$ cat src/hdl/tbos_pkg.sv
// Shared types and constants for the timer bank.
// Used by the channel interfaces, the register block and the slot sequencer.
package tbos_pkg;

	localparam int REQ_W      = 2;
	localparam int NOW_W      = 32;
	localparam int TMO_W      = 31;
	localparam int TAG_W      = 16;
	localparam int SEL_W      = 4;
	localparam int KIND_W     = 3;
	localparam int BACKDATE_W = 16;

	// at most this many results for one tick
	localparam int RES_CAP = 16;
	localparam int CAP_W   = $clog2(RES_CAP + 1);

	localparam int APB_ADDR_W = 3;
	localparam int APB_DATA_W = 32;
	localparam logic [APB_ADDR_W-3:0] REG_FREE_BACKDATE = '0;
	localparam logic [BACKDATE_W-1:0] FREE_BACKDATE_RST = 16'd1000;

	typedef enum logic [REQ_W-1:0] {
		REQ_TICK  = 2'd0,
		REQ_ALLOC = 2'd1,
		REQ_FREE  = 2'd2,
		REQ_NONE  = 2'd3
	} req_t;

	typedef enum logic [KIND_W-1:0] {
		KIND_EXPIRY  = 3'd0,
		KIND_ALLOC   = 3'd1,
		KIND_REFUSED = 3'd2,
		KIND_FREED   = 3'd3,
		KIND_IGNORED = 3'd4
	} kind_t;

	typedef struct packed {
		logic             repeat_mode;
		logic [NOW_W-1:0] start;
		logic [TMO_W-1:0] period;
		logic [TAG_W-1:0] tag;
	} slot_entry_t;

	typedef struct packed {
		kind_t            kind;
		logic [SEL_W-1:0] idx;
		logic [TAG_W-1:0] tag;
		logic             last;
	} res_t;

endpackage

$ cat src/hdl/tbos_if.sv
// Valid/ready channel interfaces for request items and result items.
// Depends on tbos_pkg for field widths.
interface tbos_in_if import tbos_pkg::*; ();
	logic             valid;
	logic             ready;
	logic [REQ_W-1:0] req_type;
	logic [NOW_W-1:0] now_ms;
	logic [TMO_W-1:0] timeout_ms;
	logic             repeat_mode;
	logic             fire_now;
	logic [TAG_W-1:0] user_tag;
	logic [SEL_W-1:0] slot_select;

	modport source(output valid, req_type, now_ms, timeout_ms, repeat_mode, fire_now,
		user_tag, slot_select, input ready);
	modport sink(input valid, req_type, now_ms, timeout_ms, repeat_mode, fire_now,
		user_tag, slot_select, output ready);
endinterface

interface tbos_out_if import tbos_pkg::*; ();
	logic              valid;
	logic              ready;
	logic [KIND_W-1:0] result_kind;
	logic [SEL_W-1:0]  slot_index;
	logic [TAG_W-1:0]  slot_tag;
	logic              last_of_run;

	modport source(output valid, result_kind, slot_index, slot_tag, last_of_run,
		input ready);
	modport sink(input valid, result_kind, slot_index, slot_tag, last_of_run,
		output ready);
endinterface

$ cat src/hdl/tbos_ram.sv
// Generic simple dual-port RAM: one write port, one read port, registered read.
// No dependencies.
module tbos_ram #(
	parameter int WIDTH = 8,
	parameter int DEPTH = 16
) (
	input  logic                                    clk,
	input  logic                                    we,
	input  logic [(DEPTH > 1 ? $clog2(DEPTH) : 1)-1:0] waddr,
	input  logic [WIDTH-1:0]                        wdata,
	input  logic                                    re,
	input  logic [(DEPTH > 1 ? $clog2(DEPTH) : 1)-1:0] raddr,
	output logic [WIDTH-1:0]                        rdata
);
	logic [WIDTH-1:0] mem_q [DEPTH];

	always_ff @(posedge clk) begin
		if (we) begin
			mem_q[waddr] <= wdata;
		end
		// read data holds while re is low
		if (re) begin
			rdata <= mem_q[raddr];
		end
	end
endmodule

$ cat src/hdl/tbos_cfg.sv
// APB register block: holds the free backdate register.
// Depends on tbos_pkg.
module tbos_cfg import tbos_pkg::*; (
	input  logic                  clk,
	input  logic                  arst_n,
	input  logic                  psel,
	input  logic                  penable,
	input  logic                  pwrite,
	input  logic [APB_ADDR_W-1:0] paddr,
	input  logic [APB_DATA_W-1:0] pwdata,
	output logic [APB_DATA_W-1:0] prdata,
	output logic                  pready,
	output logic [BACKDATE_W-1:0] free_backdate
);
	logic [BACKDATE_W-1:0] backdate_q;
	logic                  sel_backdate;

	assign pready        = 1'b1;
	assign sel_backdate  = (paddr[APB_ADDR_W-1:2] == REG_FREE_BACKDATE);
	assign free_backdate = backdate_q;

	always_ff @(posedge clk or negedge arst_n) begin
		if (!arst_n) begin
			backdate_q <= FREE_BACKDATE_RST;
		end else if (psel && penable && pwrite && pready && sel_backdate) begin
			backdate_q <= pwdata[BACKDATE_W-1:0];
		end
	end

	always_comb begin
		prdata = '0;
		if (sel_backdate) begin
			prdata = APB_DATA_W'(backdate_q);
		end
	end
endmodule

$ cat src/hdl/tbos_seq.sv
// Slot sequencer: valid bits, request decode, read-modify-write of the slot RAM,
// and the result pending/output stages. Depends on tbos_pkg, tbos_if, tbos_ram.
module tbos_seq import tbos_pkg::*; #(
	parameter int NUM_SLOTS = 16
) (
	input  logic                  clk,
	input  logic                  arst_n,
	input  logic [BACKDATE_W-1:0] free_backdate,
	tbos_in_if.sink               item,
	tbos_out_if.source            res
);
	localparam int IDX_W = NUM_SLOTS > 1 ? $clog2(NUM_SLOTS) : 1;
	localparam int CNT_W = $clog2(NUM_SLOTS + 1);
	localparam logic [CNT_W-1:0] LAST_CNT = CNT_W'(NUM_SLOTS);
	localparam logic [CAP_W-1:0] CAP     = CAP_W'(RES_CAP);

	typedef enum logic [2:0] {
		ST_IDLE,
		ST_SCAN,
		ST_FIND,
		ST_ALLOC_ACK,
		ST_FREE,
		ST_FLUSH
	} state_t;

	state_t                state_q, state_d;
	logic [NUM_SLOTS-1:0]  valid_q;
	logic [CNT_W-1:0]      scan_q;
	logic [IDX_W-1:0]      scan_idx;
	logic [CAP_W-1:0]      cnt_q, cnt_next;
	logic                  ev_vld_s1;
	logic [IDX_W-1:0]      ev_idx_s1;

	logic [NOW_W-1:0]      now_q;
	logic [TMO_W-1:0]      tmo_q;
	logic                  rep_q, fire_q;
	logic [TAG_W-1:0]      tag_q;
	logic [SEL_W-1:0]      sel_q;

	res_t                  pend_q, out_q, new_res;
	logic                  pend_vld_q, out_vld_q;
	logic                  out_free, can_emit, emit, flush_mv;

	logic                  ram_we, ram_re;
	logic [IDX_W-1:0]      ram_waddr, ram_raddr;
	slot_entry_t           ram_wdata, rd;
	logic                  take, sel_ok, due, stall, issue, scan_inc;
	logic                  set_vld, clr_vld;
	logic [NOW_W-1:0]      elapsed;

	tbos_ram #(
		.WIDTH($bits(slot_entry_t)),
		.DEPTH(NUM_SLOTS)
	) u_ram (
		.clk  (clk),
		.we   (ram_we),
		.waddr(ram_waddr),
		.wdata(ram_wdata),
		.re   (ram_re),
		.raddr(ram_raddr),
		.rdata(rd)
	);

	assign item.ready = (state_q == ST_IDLE);
	assign take       = item.valid && item.ready;
	assign scan_idx   = scan_q[IDX_W-1:0];
	assign sel_ok     = (32'(item.slot_select) < 32'(NUM_SLOTS)) &&
		valid_q[IDX_W'(item.slot_select)];

	assign out_free = !out_vld_q || res.ready;
	assign can_emit = !pend_vld_q || out_free;

	assign elapsed  = now_q - rd.start;
	assign due      = ev_vld_s1 && (elapsed >= {1'b0, rd.period});
	assign stall    = due && !can_emit;
	assign cnt_next = cnt_q + CAP_W'(due);
	assign issue    = (scan_q < LAST_CNT) && (cnt_next < CAP);

	always_comb begin
		state_d   = state_q;
		emit      = 1'b0;
		new_res   = '{kind: KIND_EXPIRY, idx: '0, tag: '0, last: 1'b0};
		flush_mv  = 1'b0;
		ram_we    = 1'b0;
		ram_waddr = ev_idx_s1;
		ram_wdata = rd;
		ram_re    = 1'b0;
		ram_raddr = scan_idx;
		set_vld   = 1'b0;
		clr_vld   = 1'b0;
		scan_inc  = 1'b0;
		unique case (state_q)
			ST_IDLE: begin
				if (take) begin
					unique case (req_t'(item.req_type))
						REQ_TICK: begin
							state_d = ST_SCAN;
						end
						REQ_ALLOC: begin
							if (item.timeout_ms == '0) begin
								emit         = 1'b1;
								new_res.kind = KIND_REFUSED;
								state_d      = ST_FLUSH;
							end else begin
								state_d = ST_FIND;
							end
						end
						REQ_FREE: begin
							if (sel_ok) begin
								ram_re    = 1'b1;
								ram_raddr = IDX_W'(item.slot_select);
								state_d   = ST_FREE;
							end else begin
								emit         = 1'b1;
								new_res.kind = KIND_IGNORED;
								new_res.idx  = item.slot_select;
								state_d      = ST_FLUSH;
							end
						end
						REQ_NONE: begin
							state_d = ST_IDLE;
						end
						default: begin
							state_d = ST_IDLE;
						end
					endcase
				end
			end
			ST_SCAN: begin
				if (!stall) begin
					if (due) begin
						emit        = 1'b1;
						new_res.idx = SEL_W'(ev_idx_s1);
						new_res.tag = rd.tag;
						if (rd.repeat_mode) begin
							ram_we          = 1'b1;
							ram_wdata.start = now_q;
						end else begin
							clr_vld = 1'b1;
						end
					end
					if (issue) begin
						ram_re   = 1'b1;
						scan_inc = 1'b1;
					end else begin
						state_d = ST_FLUSH;
					end
				end
			end
			ST_FIND: begin
				if (scan_q == LAST_CNT) begin
					emit         = 1'b1;
					new_res.kind = KIND_REFUSED;
					state_d      = ST_FLUSH;
				end else if (!valid_q[scan_idx]) begin
					ram_we    = 1'b1;
					ram_waddr = scan_idx;
					ram_wdata = '{repeat_mode: rep_q, start: now_q, period: tmo_q, tag: tag_q};
					set_vld   = 1'b1;
					emit      = 1'b1;
					new_res.idx = SEL_W'(scan_idx);
					new_res.tag = tag_q;
					if (fire_q) begin
						state_d = ST_ALLOC_ACK;
					end else begin
						new_res.kind = KIND_ALLOC;
						state_d      = ST_FLUSH;
					end
				end else begin
					scan_inc = 1'b1;
				end
			end
			ST_ALLOC_ACK: begin
				if (can_emit) begin
					emit         = 1'b1;
					new_res.kind = KIND_ALLOC;
					new_res.idx  = SEL_W'(scan_idx);
					new_res.tag  = tag_q;
					state_d      = ST_FLUSH;
				end
			end
			ST_FREE: begin
				// entry read at accept is in rd now
				ram_we                = 1'b1;
				ram_waddr             = IDX_W'(sel_q);
				ram_wdata.repeat_mode = 1'b0;
				ram_wdata.start       = now_q - NOW_W'(free_backdate);
				emit                  = 1'b1;
				new_res.kind          = KIND_FREED;
				new_res.idx           = sel_q;
				new_res.tag           = rd.tag;
				state_d               = ST_FLUSH;
			end
			ST_FLUSH: begin
				if (!pend_vld_q) begin
					state_d = ST_IDLE;
				end else if (out_free) begin
					flush_mv = 1'b1;
					state_d  = ST_IDLE;
				end
			end
			default: begin
				state_d = ST_IDLE;
			end
		endcase
	end

	always_ff @(posedge clk or negedge arst_n) begin
		if (!arst_n) begin
			state_q    <= ST_IDLE;
			valid_q    <= '0;
			scan_q     <= '0;
			cnt_q      <= '0;
			ev_vld_s1  <= 1'b0;
			pend_q     <= '0;
			out_q      <= '0;
			pend_vld_q <= 1'b0;
			out_vld_q  <= 1'b0;
		end else begin
			state_q <= state_d;
			if (take) begin
				scan_q    <= '0;
				cnt_q     <= '0;
				ev_vld_s1 <= 1'b0;
			end else if (state_q == ST_SCAN && !stall) begin
				cnt_q     <= cnt_next;
				ev_vld_s1 <= issue && valid_q[scan_idx];
			end
			if (scan_inc) begin
				scan_q <= scan_q + CNT_W'(1);
			end
			if (set_vld) begin
				valid_q[scan_idx] <= 1'b1;
			end
			if (clr_vld) begin
				valid_q[ev_idx_s1] <= 1'b0;
			end
			// pending holds the newest result until we know whether it ends the run
			priority if (flush_mv) begin
				out_q      <= '{kind: pend_q.kind, idx: pend_q.idx, tag: pend_q.tag,
					last: 1'b1};
				out_vld_q  <= 1'b1;
				pend_vld_q <= 1'b0;
			end else if (emit && pend_vld_q) begin
				out_q      <= '{kind: pend_q.kind, idx: pend_q.idx, tag: pend_q.tag,
					last: 1'b0};
				out_vld_q  <= 1'b1;
				pend_q     <= new_res;
			end else if (emit) begin
				pend_q     <= new_res;
				pend_vld_q <= 1'b1;
				if (res.ready) begin
					out_vld_q <= 1'b0;
				end
			end else if (res.ready) begin
				out_vld_q <= 1'b0;
			end
		end
	end

	always_ff @(posedge clk) begin
		if (take) begin
			now_q  <= item.now_ms;
			tmo_q  <= item.timeout_ms;
			rep_q  <= item.repeat_mode;
			fire_q <= item.fire_now;
			tag_q  <= item.user_tag;
			sel_q  <= item.slot_select;
		end
		if (state_q == ST_SCAN && !stall && issue) begin
			ev_idx_s1 <= scan_idx;
		end
	end

	assign res.valid       = out_vld_q;
	assign res.result_kind = out_q.kind;
	assign res.slot_index  = out_q.idx;
	assign res.slot_tag    = out_q.tag;
	assign res.last_of_run = out_q.last;

	a_no_rw_collide: assert property (@(posedge clk) disable iff (!arst_n)
		ram_we && ram_re |-> ram_waddr != ram_raddr)
		else $error("slot RAM read and write hit the same entry");

	a_cap: assert property (@(posedge clk) disable iff (!arst_n)
		cnt_q <= CAP)
		else $error("tick produced more results than the cap");

	a_idle_drained: assert property (@(posedge clk) disable iff (!arst_n)
		take |-> !pend_vld_q)
		else $error("new item accepted with a result still pending");

	a_scan_order: assert property (@(posedge clk) disable iff (!arst_n)
		state_q == ST_SCAN && ev_vld_s1 |-> CNT_W'(ev_idx_s1) < scan_q)
		else $error("evaluated slot is not behind the scan pointer");
endmodule

$ cat src/hdl/timer_bank_one_shot_periodic.sv
// Timer bank with NUM_SLOTS one-shot or periodic slots. The slot contents sit in one
// RAM with a registered read; valid bits are flops cleared at reset, so the bank is
// usable right after reset with no clearing pass. One request is in work at a time.
// A tick reads one slot per cycle through the RAM read port while the output is not
// backed up. An allocate walks the valid bits one per cycle from slot 0; a zero
// timeout is refused without a walk, and a free of an empty or out-of-range slot is
// ignored without a RAM read. A request takes longer while results back up at the
// output. The last result of each request that yields results carries last_of_run.
// A new request is taken while the final result still waits in the output register.
module timer_bank_one_shot_periodic import tbos_pkg::*; #(
	parameter int NUM_SLOTS = 16
) (
	input  logic                  clk,
	input  logic                  arst_n,
	tbos_in_if.sink               item,
	tbos_out_if.source            res,
	input  logic                  psel,
	input  logic                  penable,
	input  logic                  pwrite,
	input  logic [APB_ADDR_W-1:0] paddr,
	input  logic [APB_DATA_W-1:0] pwdata,
	output logic [APB_DATA_W-1:0] prdata,
	output logic                  pready
);
	logic [BACKDATE_W-1:0] free_backdate;

	tbos_cfg u_cfg (
		.clk          (clk),
		.arst_n       (arst_n),
		.psel         (psel),
		.penable      (penable),
		.pwrite       (pwrite),
		.paddr        (paddr),
		.pwdata       (pwdata),
		.prdata       (prdata),
		.pready       (pready),
		.free_backdate(free_backdate)
	);

	tbos_seq #(
		.NUM_SLOTS(NUM_SLOTS)
	) u_seq (
		.clk          (clk),
		.arst_n       (arst_n),
		.free_backdate(free_backdate),
		.item         (item),
		.res          (res)
	);
endmodule

$ cat src/flat_wrapper.sv
// flat-port wrapper written by rule: the top's interface ports become plain ports
module timer_bank_one_shot_periodic_flat import tbos_pkg::*;
#(
	parameter int NUM_SLOTS = 16
)
  (clk, arst_n, psel, penable, pwrite, paddr, pwdata, prdata, pready, item_valid, item_req_type, item_now_ms, item_timeout_ms, item_repeat_mode, item_fire_now, item_user_tag, item_slot_select, item_ready, res_valid, res_result_kind, res_slot_index, res_slot_tag, res_last_of_run, res_ready);
  tbos_in_if item_i ();
  tbos_out_if res_i ();
  input  logic clk;
  input  logic arst_n;
  input  logic psel;
  input  logic penable;
  input  logic pwrite;
  input  logic [APB_ADDR_W-1:0] paddr;
  input  logic [APB_DATA_W-1:0] pwdata;
  output logic [APB_DATA_W-1:0] prdata;
  output logic pready;
  input wire logic [$bits(item_i.valid)-1:0] item_valid;
  input wire logic [$bits(item_i.req_type)-1:0] item_req_type;
  input wire logic [$bits(item_i.now_ms)-1:0] item_now_ms;
  input wire logic [$bits(item_i.timeout_ms)-1:0] item_timeout_ms;
  input wire logic [$bits(item_i.repeat_mode)-1:0] item_repeat_mode;
  input wire logic [$bits(item_i.fire_now)-1:0] item_fire_now;
  input wire logic [$bits(item_i.user_tag)-1:0] item_user_tag;
  input wire logic [$bits(item_i.slot_select)-1:0] item_slot_select;
  output wire logic [$bits(item_i.ready)-1:0] item_ready;
  output wire logic [$bits(res_i.valid)-1:0] res_valid;
  output wire logic [$bits(res_i.result_kind)-1:0] res_result_kind;
  output wire logic [$bits(res_i.slot_index)-1:0] res_slot_index;
  output wire logic [$bits(res_i.slot_tag)-1:0] res_slot_tag;
  output wire logic [$bits(res_i.last_of_run)-1:0] res_last_of_run;
  input wire logic [$bits(res_i.ready)-1:0] res_ready;
  assign item_i.valid = item_valid;
  assign item_i.req_type = item_req_type;
  assign item_i.now_ms = item_now_ms;
  assign item_i.timeout_ms = item_timeout_ms;
  assign item_i.repeat_mode = item_repeat_mode;
  assign item_i.fire_now = item_fire_now;
  assign item_i.user_tag = item_user_tag;
  assign item_i.slot_select = item_slot_select;
  assign item_ready = item_i.ready;
  assign res_valid = res_i.valid;
  assign res_result_kind = res_i.result_kind;
  assign res_slot_index = res_i.slot_index;
  assign res_slot_tag = res_i.slot_tag;
  assign res_last_of_run = res_i.last_of_run;
  assign res_i.ready = res_ready;
  timer_bank_one_shot_periodic #(.NUM_SLOTS(NUM_SLOTS)) u_core (.clk(clk), .arst_n(arst_n), .item(item_i), .res(res_i), .psel(psel), .penable(penable), .pwrite(pwrite), .paddr(paddr), .pwdata(pwdata), .prdata(prdata), .pready(pready));
endmodule
$ cat config.mk
export PLATFORM = sky130hd
export DESIGN_NAME = timer_bank_one_shot_periodic_flat
export DESIGN_NICKNAME = d
export VERILOG_FILES = /design/src/hdl/tbos_pkg.sv /design/src/hdl/tbos_if.sv /design/src/hdl/tbos_ram.sv /design/src/hdl/tbos_cfg.sv /design/src/hdl/tbos_seq.sv /design/src/hdl/timer_bank_one_shot_periodic.sv /design/src/flat_wrapper.sv
export SDC_FILE = /design/constraint.sdc
export NUM_CORES = 2
export LEC_CHECK = 0
export ABC_AREA = 1
export BUFFER_PORTS_ARGS = -buffer_cell sky130_fd_sc_hd__buf_2
export CAP_MARGIN = 20
export CORE_ASPECT_RATIO = 0.75
export CORE_UTILIZATION = 38
export DETAILED_ROUTE_END_ITERATION = 7
export PLACE_DENSITY = 0.52
export SLEW_MARGIN = 10
export SYNTH_ARGS = -nofsm -noshare
export SYNTH_HDL_FRONTEND = slang
export SYNTH_SLANG_ARGS = --single-unit
$ cat constraint.sdc
create_clock -name clk -period 12.54 [get_ports clk]
set_input_delay 1.254 -clock clk [delete_from_list [all_inputs] [get_ports clk]]
set_output_delay 1.254 -clock clk [all_outputs]
set_load 0.02 [all_outputs]
==> results.json <==
{
  "status": "completed",
  "grt_remaining_overflow": 0,
  "netlist_area_um2": 67220,
  "cts_setup_buffers": 0,
  "path_class": "register to register",
  "hold_buffers": 0,
  "antenna_found_initial": 7,
  "initial_core_util_pct": 38.32,
  "clk_latency_ps": 800,
  "path_buf_inv": 10,
  "max_freq_ghz": 0.1251,
  "report.final.slew_viol_count": 0,
  "cts_max_level": 4,
  "crit_family": "buffers and inverters",
  "arrival_ps": 8400,
  "ys_ff_latch": 1544,
  "critPathMaxFanout": 42,
  "numClockSinks": 1544,
  "drive_above_1_share_pct": 10.39,
  "cts_buffers": 158,
  "fillerInstances": 16390,
  "ir_worst_vdd_uv": 193.6,
  "dp_hpwl_mm": 106.9,
  "r2r_cells": 32,
  "clockBufferDepth": 3,
  "io-pin-count": 188,
  "yosysSeqAreaShare_pct": 68.28,
  "clkTransAtPathRegs_ps": 60,
  "drt-total-wl_mm": 195.2,
  "drcViolationCount": 0,
  "cts_resized": 0,
  "slowest_stage": "buf_4",
  "layout_commonest_cell": "edfxtp_1",
  "drt_iter0_drc": 4474,
  "min_path_cells": 2,
  "grt_usage_pct": 21.62,
  "grt_use_met1_pct": 31.54,
  "chipWidth_um": 487.6,
  "row_count": 133,
  "power_per_cell_area_nw_per_um2": 263.8,
  "max_stage_delay_ps": 850,
  "synth_warnings": 0,
  "drt-pass1-iter-count": 6,
  "io_buffers": 152,
  "worst_slew_pin_slew_ps": 1108,
  "dp_slack_ps": 4679,
  "avgSynthCellArea_um2": 12.10,
  "grt.busiest_layer": "met2",
  "fin_crit_sh_pct": 63.75,
  "hold_class": "register to register",
  "fp.coreArea_um2": 175400,
  "grt_use_met2_pct": 34.22,
  "grt_start_max_net_pins": 193,
  "synth_edf_count": 1449,
  "dieArea_um2": 178600,
  "ys_async_sr_fraction_pct": 6.153,
  "tns_ps": 0,
  "ant_nets": 0,
  "cts_tree": "yes",
  "first_global_vias": 41950,
  "crit_top_cell": "nand2_1",
  "drv_cap": 0,
  "die_h_um": 366.2,
  "rr_startpoint": "u_core.u_seq.now_q[0]",
  "wl_per_cell_um": 23.95,
  "synthToLayoutAreaGrowth_pct": 11.99,
  "grt.met3_usage_pct": 2.951,
  "gp_congestion": 0.8774,
  "clock_skew_ps": 38.40,
  "grt_pass1_wl_mm": 286.5,
  "synth-main-ff-cell": "edfxtp_1",
  "power_leakage_uw": 0.02697,
  "timing.slew.headroom_pct": 26.15,
  "finalHoldViolations": 0,
  "required_ps": 12950,
  "setup-violations-final": 0,
  "via_per_inst": 5.333,
  "hold_end": "u_core.u_seq.res.slot_tag[12]",
  "hold_path_startpoint": "u_core.u_seq.pend_q[13]",
  "final_cells": 8150,
  "via_count": 43470,
  "nNetsFinal": 5885,
  "postLayoutCoreUtil_pct": 42.92,
  "worstSetupStartpointType": "register",
  "syn_inst": 5554,
  "reg2reg_slack_ps": 4550,
  "mostFrequentLayoutCells": "edfxtp_1, nand2_1, nand3_1, o21ai_0, inv_1",
  "dp_cells": 7865,
  "rr_endpoint": "u_core.u_seq.u_ram.mem_q[6][55]",
  "end_kind": "register",
  "min_period_ps": 7995,
  "rsz0062_at_grt": "no",
  "ys_types": 59,
  "layout_setup_ws_ps": 4545,
  "cts_root_buf": "clkbuf_16"
}
per-layer routing:
metal | vias up | routed length (µm)
met5 | - | 12
met4 | 2 | 3817
met3 | 191 | 9461
met2 | 1063 | 90030
met1 | 21890 | 91910
li1 | 20320 | -
how the worst max path moves through the flow:
stage / from / to / slack [ps] / cells past startpoint
after floorplan: u_core.u_seq.now_q[2] / u_core.u_seq.u_ram.mem_q[0][0] / 5050 / 25
after global placement: u_core.u_seq.now_q[0] / u_core.u_seq.u_ram.mem_q[6][47] / 4730 / 32
after CTS: u_core.u_seq.now_q[0] / u_core.u_seq.u_ram.mem_q[6][47] / 4670 / 32
final: u_core.u_seq.now_q[0] / u_core.u_seq.u_ram.mem_q[6][55] / 4550 / 32
after global routing: u_core.u_seq.now_q[0] / u_core.u_seq.u_ram.mem_q[6][51] / 4070 / 32
after detailed placement: u_core.u_seq.now_q[0] / u_core.u_seq.u_ram.mem_q[6][8] / 4680 / 32
layout make-up:
cell class | count | area (µm²) | share of cell area, %
flip-flops and latches | 1544 | 45900 | 60.97
clock inverters | 73 | 809.5 | 1.075
multi-input cells | 3250 | 18010 | 23.93
clock buffers | 204 | 4156 | 5.521
diodes | 4 | 10.01 | 0.01330
inverters | 436 | 1675 | 2.226
repair buffers | 277 | 1762 | 2.340
well taps | 2362 | 2955 | 3.926
flip-flops by register name, summed over array words and instances (netlist names), 5 cells and up:
register                    count
u_core.u_seq.cnt_q              5
u_core.u_seq.u_ram.rdata       80
u_core.u_seq.valid_q           16
u_core.u_seq.tag_q             16
u_core.u_seq.tmo_q             31
u_core.u_seq.u_ram.mem_q     1280
u_core.u_seq.res.slot_tag      16
u_core.u_seq.scan_q             5
u_core.u_seq.pend_q            23
u_core.u_cfg.free_backdate     16
u_core.u_seq.now_q             32
worst min-delay path, delay by kind of cell (launching register included):
| kind | cells | cell delay [ps] |
|---|---|---|
| flip-flops | 1 | 340 |
| AND/OR/NAND/NOR | 2 | 100 |
power breakdown:
part | internal, µW | leakage [µW] | switching [µW]
Combinational | 1930 | 0.0103 | 5480
Clock | 2570 | 0.00240 | 2040
Sequential | 7560 | 0.0143 | 282
Yosys cell counts, types with 80 or more instances:
cell type / number / area (µm²)
o21ai_0: 487 / 2437
o21bai_1: 247 / 1854
ha_1: 87 / 1089
or2_1: 80 / 500.5
a21oi_1: 180 / 900.9
nor2_1: 209 / 784.5
nand3_1: 572 / 2863
dfrtp_1: 89 / 2227
inv_1: 421 / 1580
o211ai_1: 252 / 1892
clkbuf_1: 144 / 540.5
o21ai_1: 273 / 1366
nand2_1: 584 / 2192
edfxtp_1: 1449 / 43510
stage by stage:
stage / total power [µW] / hold slack, ps / cell area, µm²
2_1_floorplan: 12710 / 442.2 / 67270
3_3_place_gp: 15280 / 460.0 / 70230
3_5_place_dp: 15370 / 459.9 / 70260
4_1_cts: 19990 / 474.5 / 75230
5_1_grt: 21000 / 495.9 / 75270
6_report: 19860 / 472.8 / 75280
cell families after synthesis:
group / after synthesis / share of synthesized area [%]
buffers and inverters: 775 / 5.266
AOI/OAI and AO/OA: 1485 / 13.12
adders and majority gates: 89 / 1.679
other: 2 / 0.01117
and+or+nand+nor: 1622 / 11.16
xor gates and xnor gates: 37 / 0.4821
DFF: 1544 / 68.28
(Power assumes the default switching activity.)
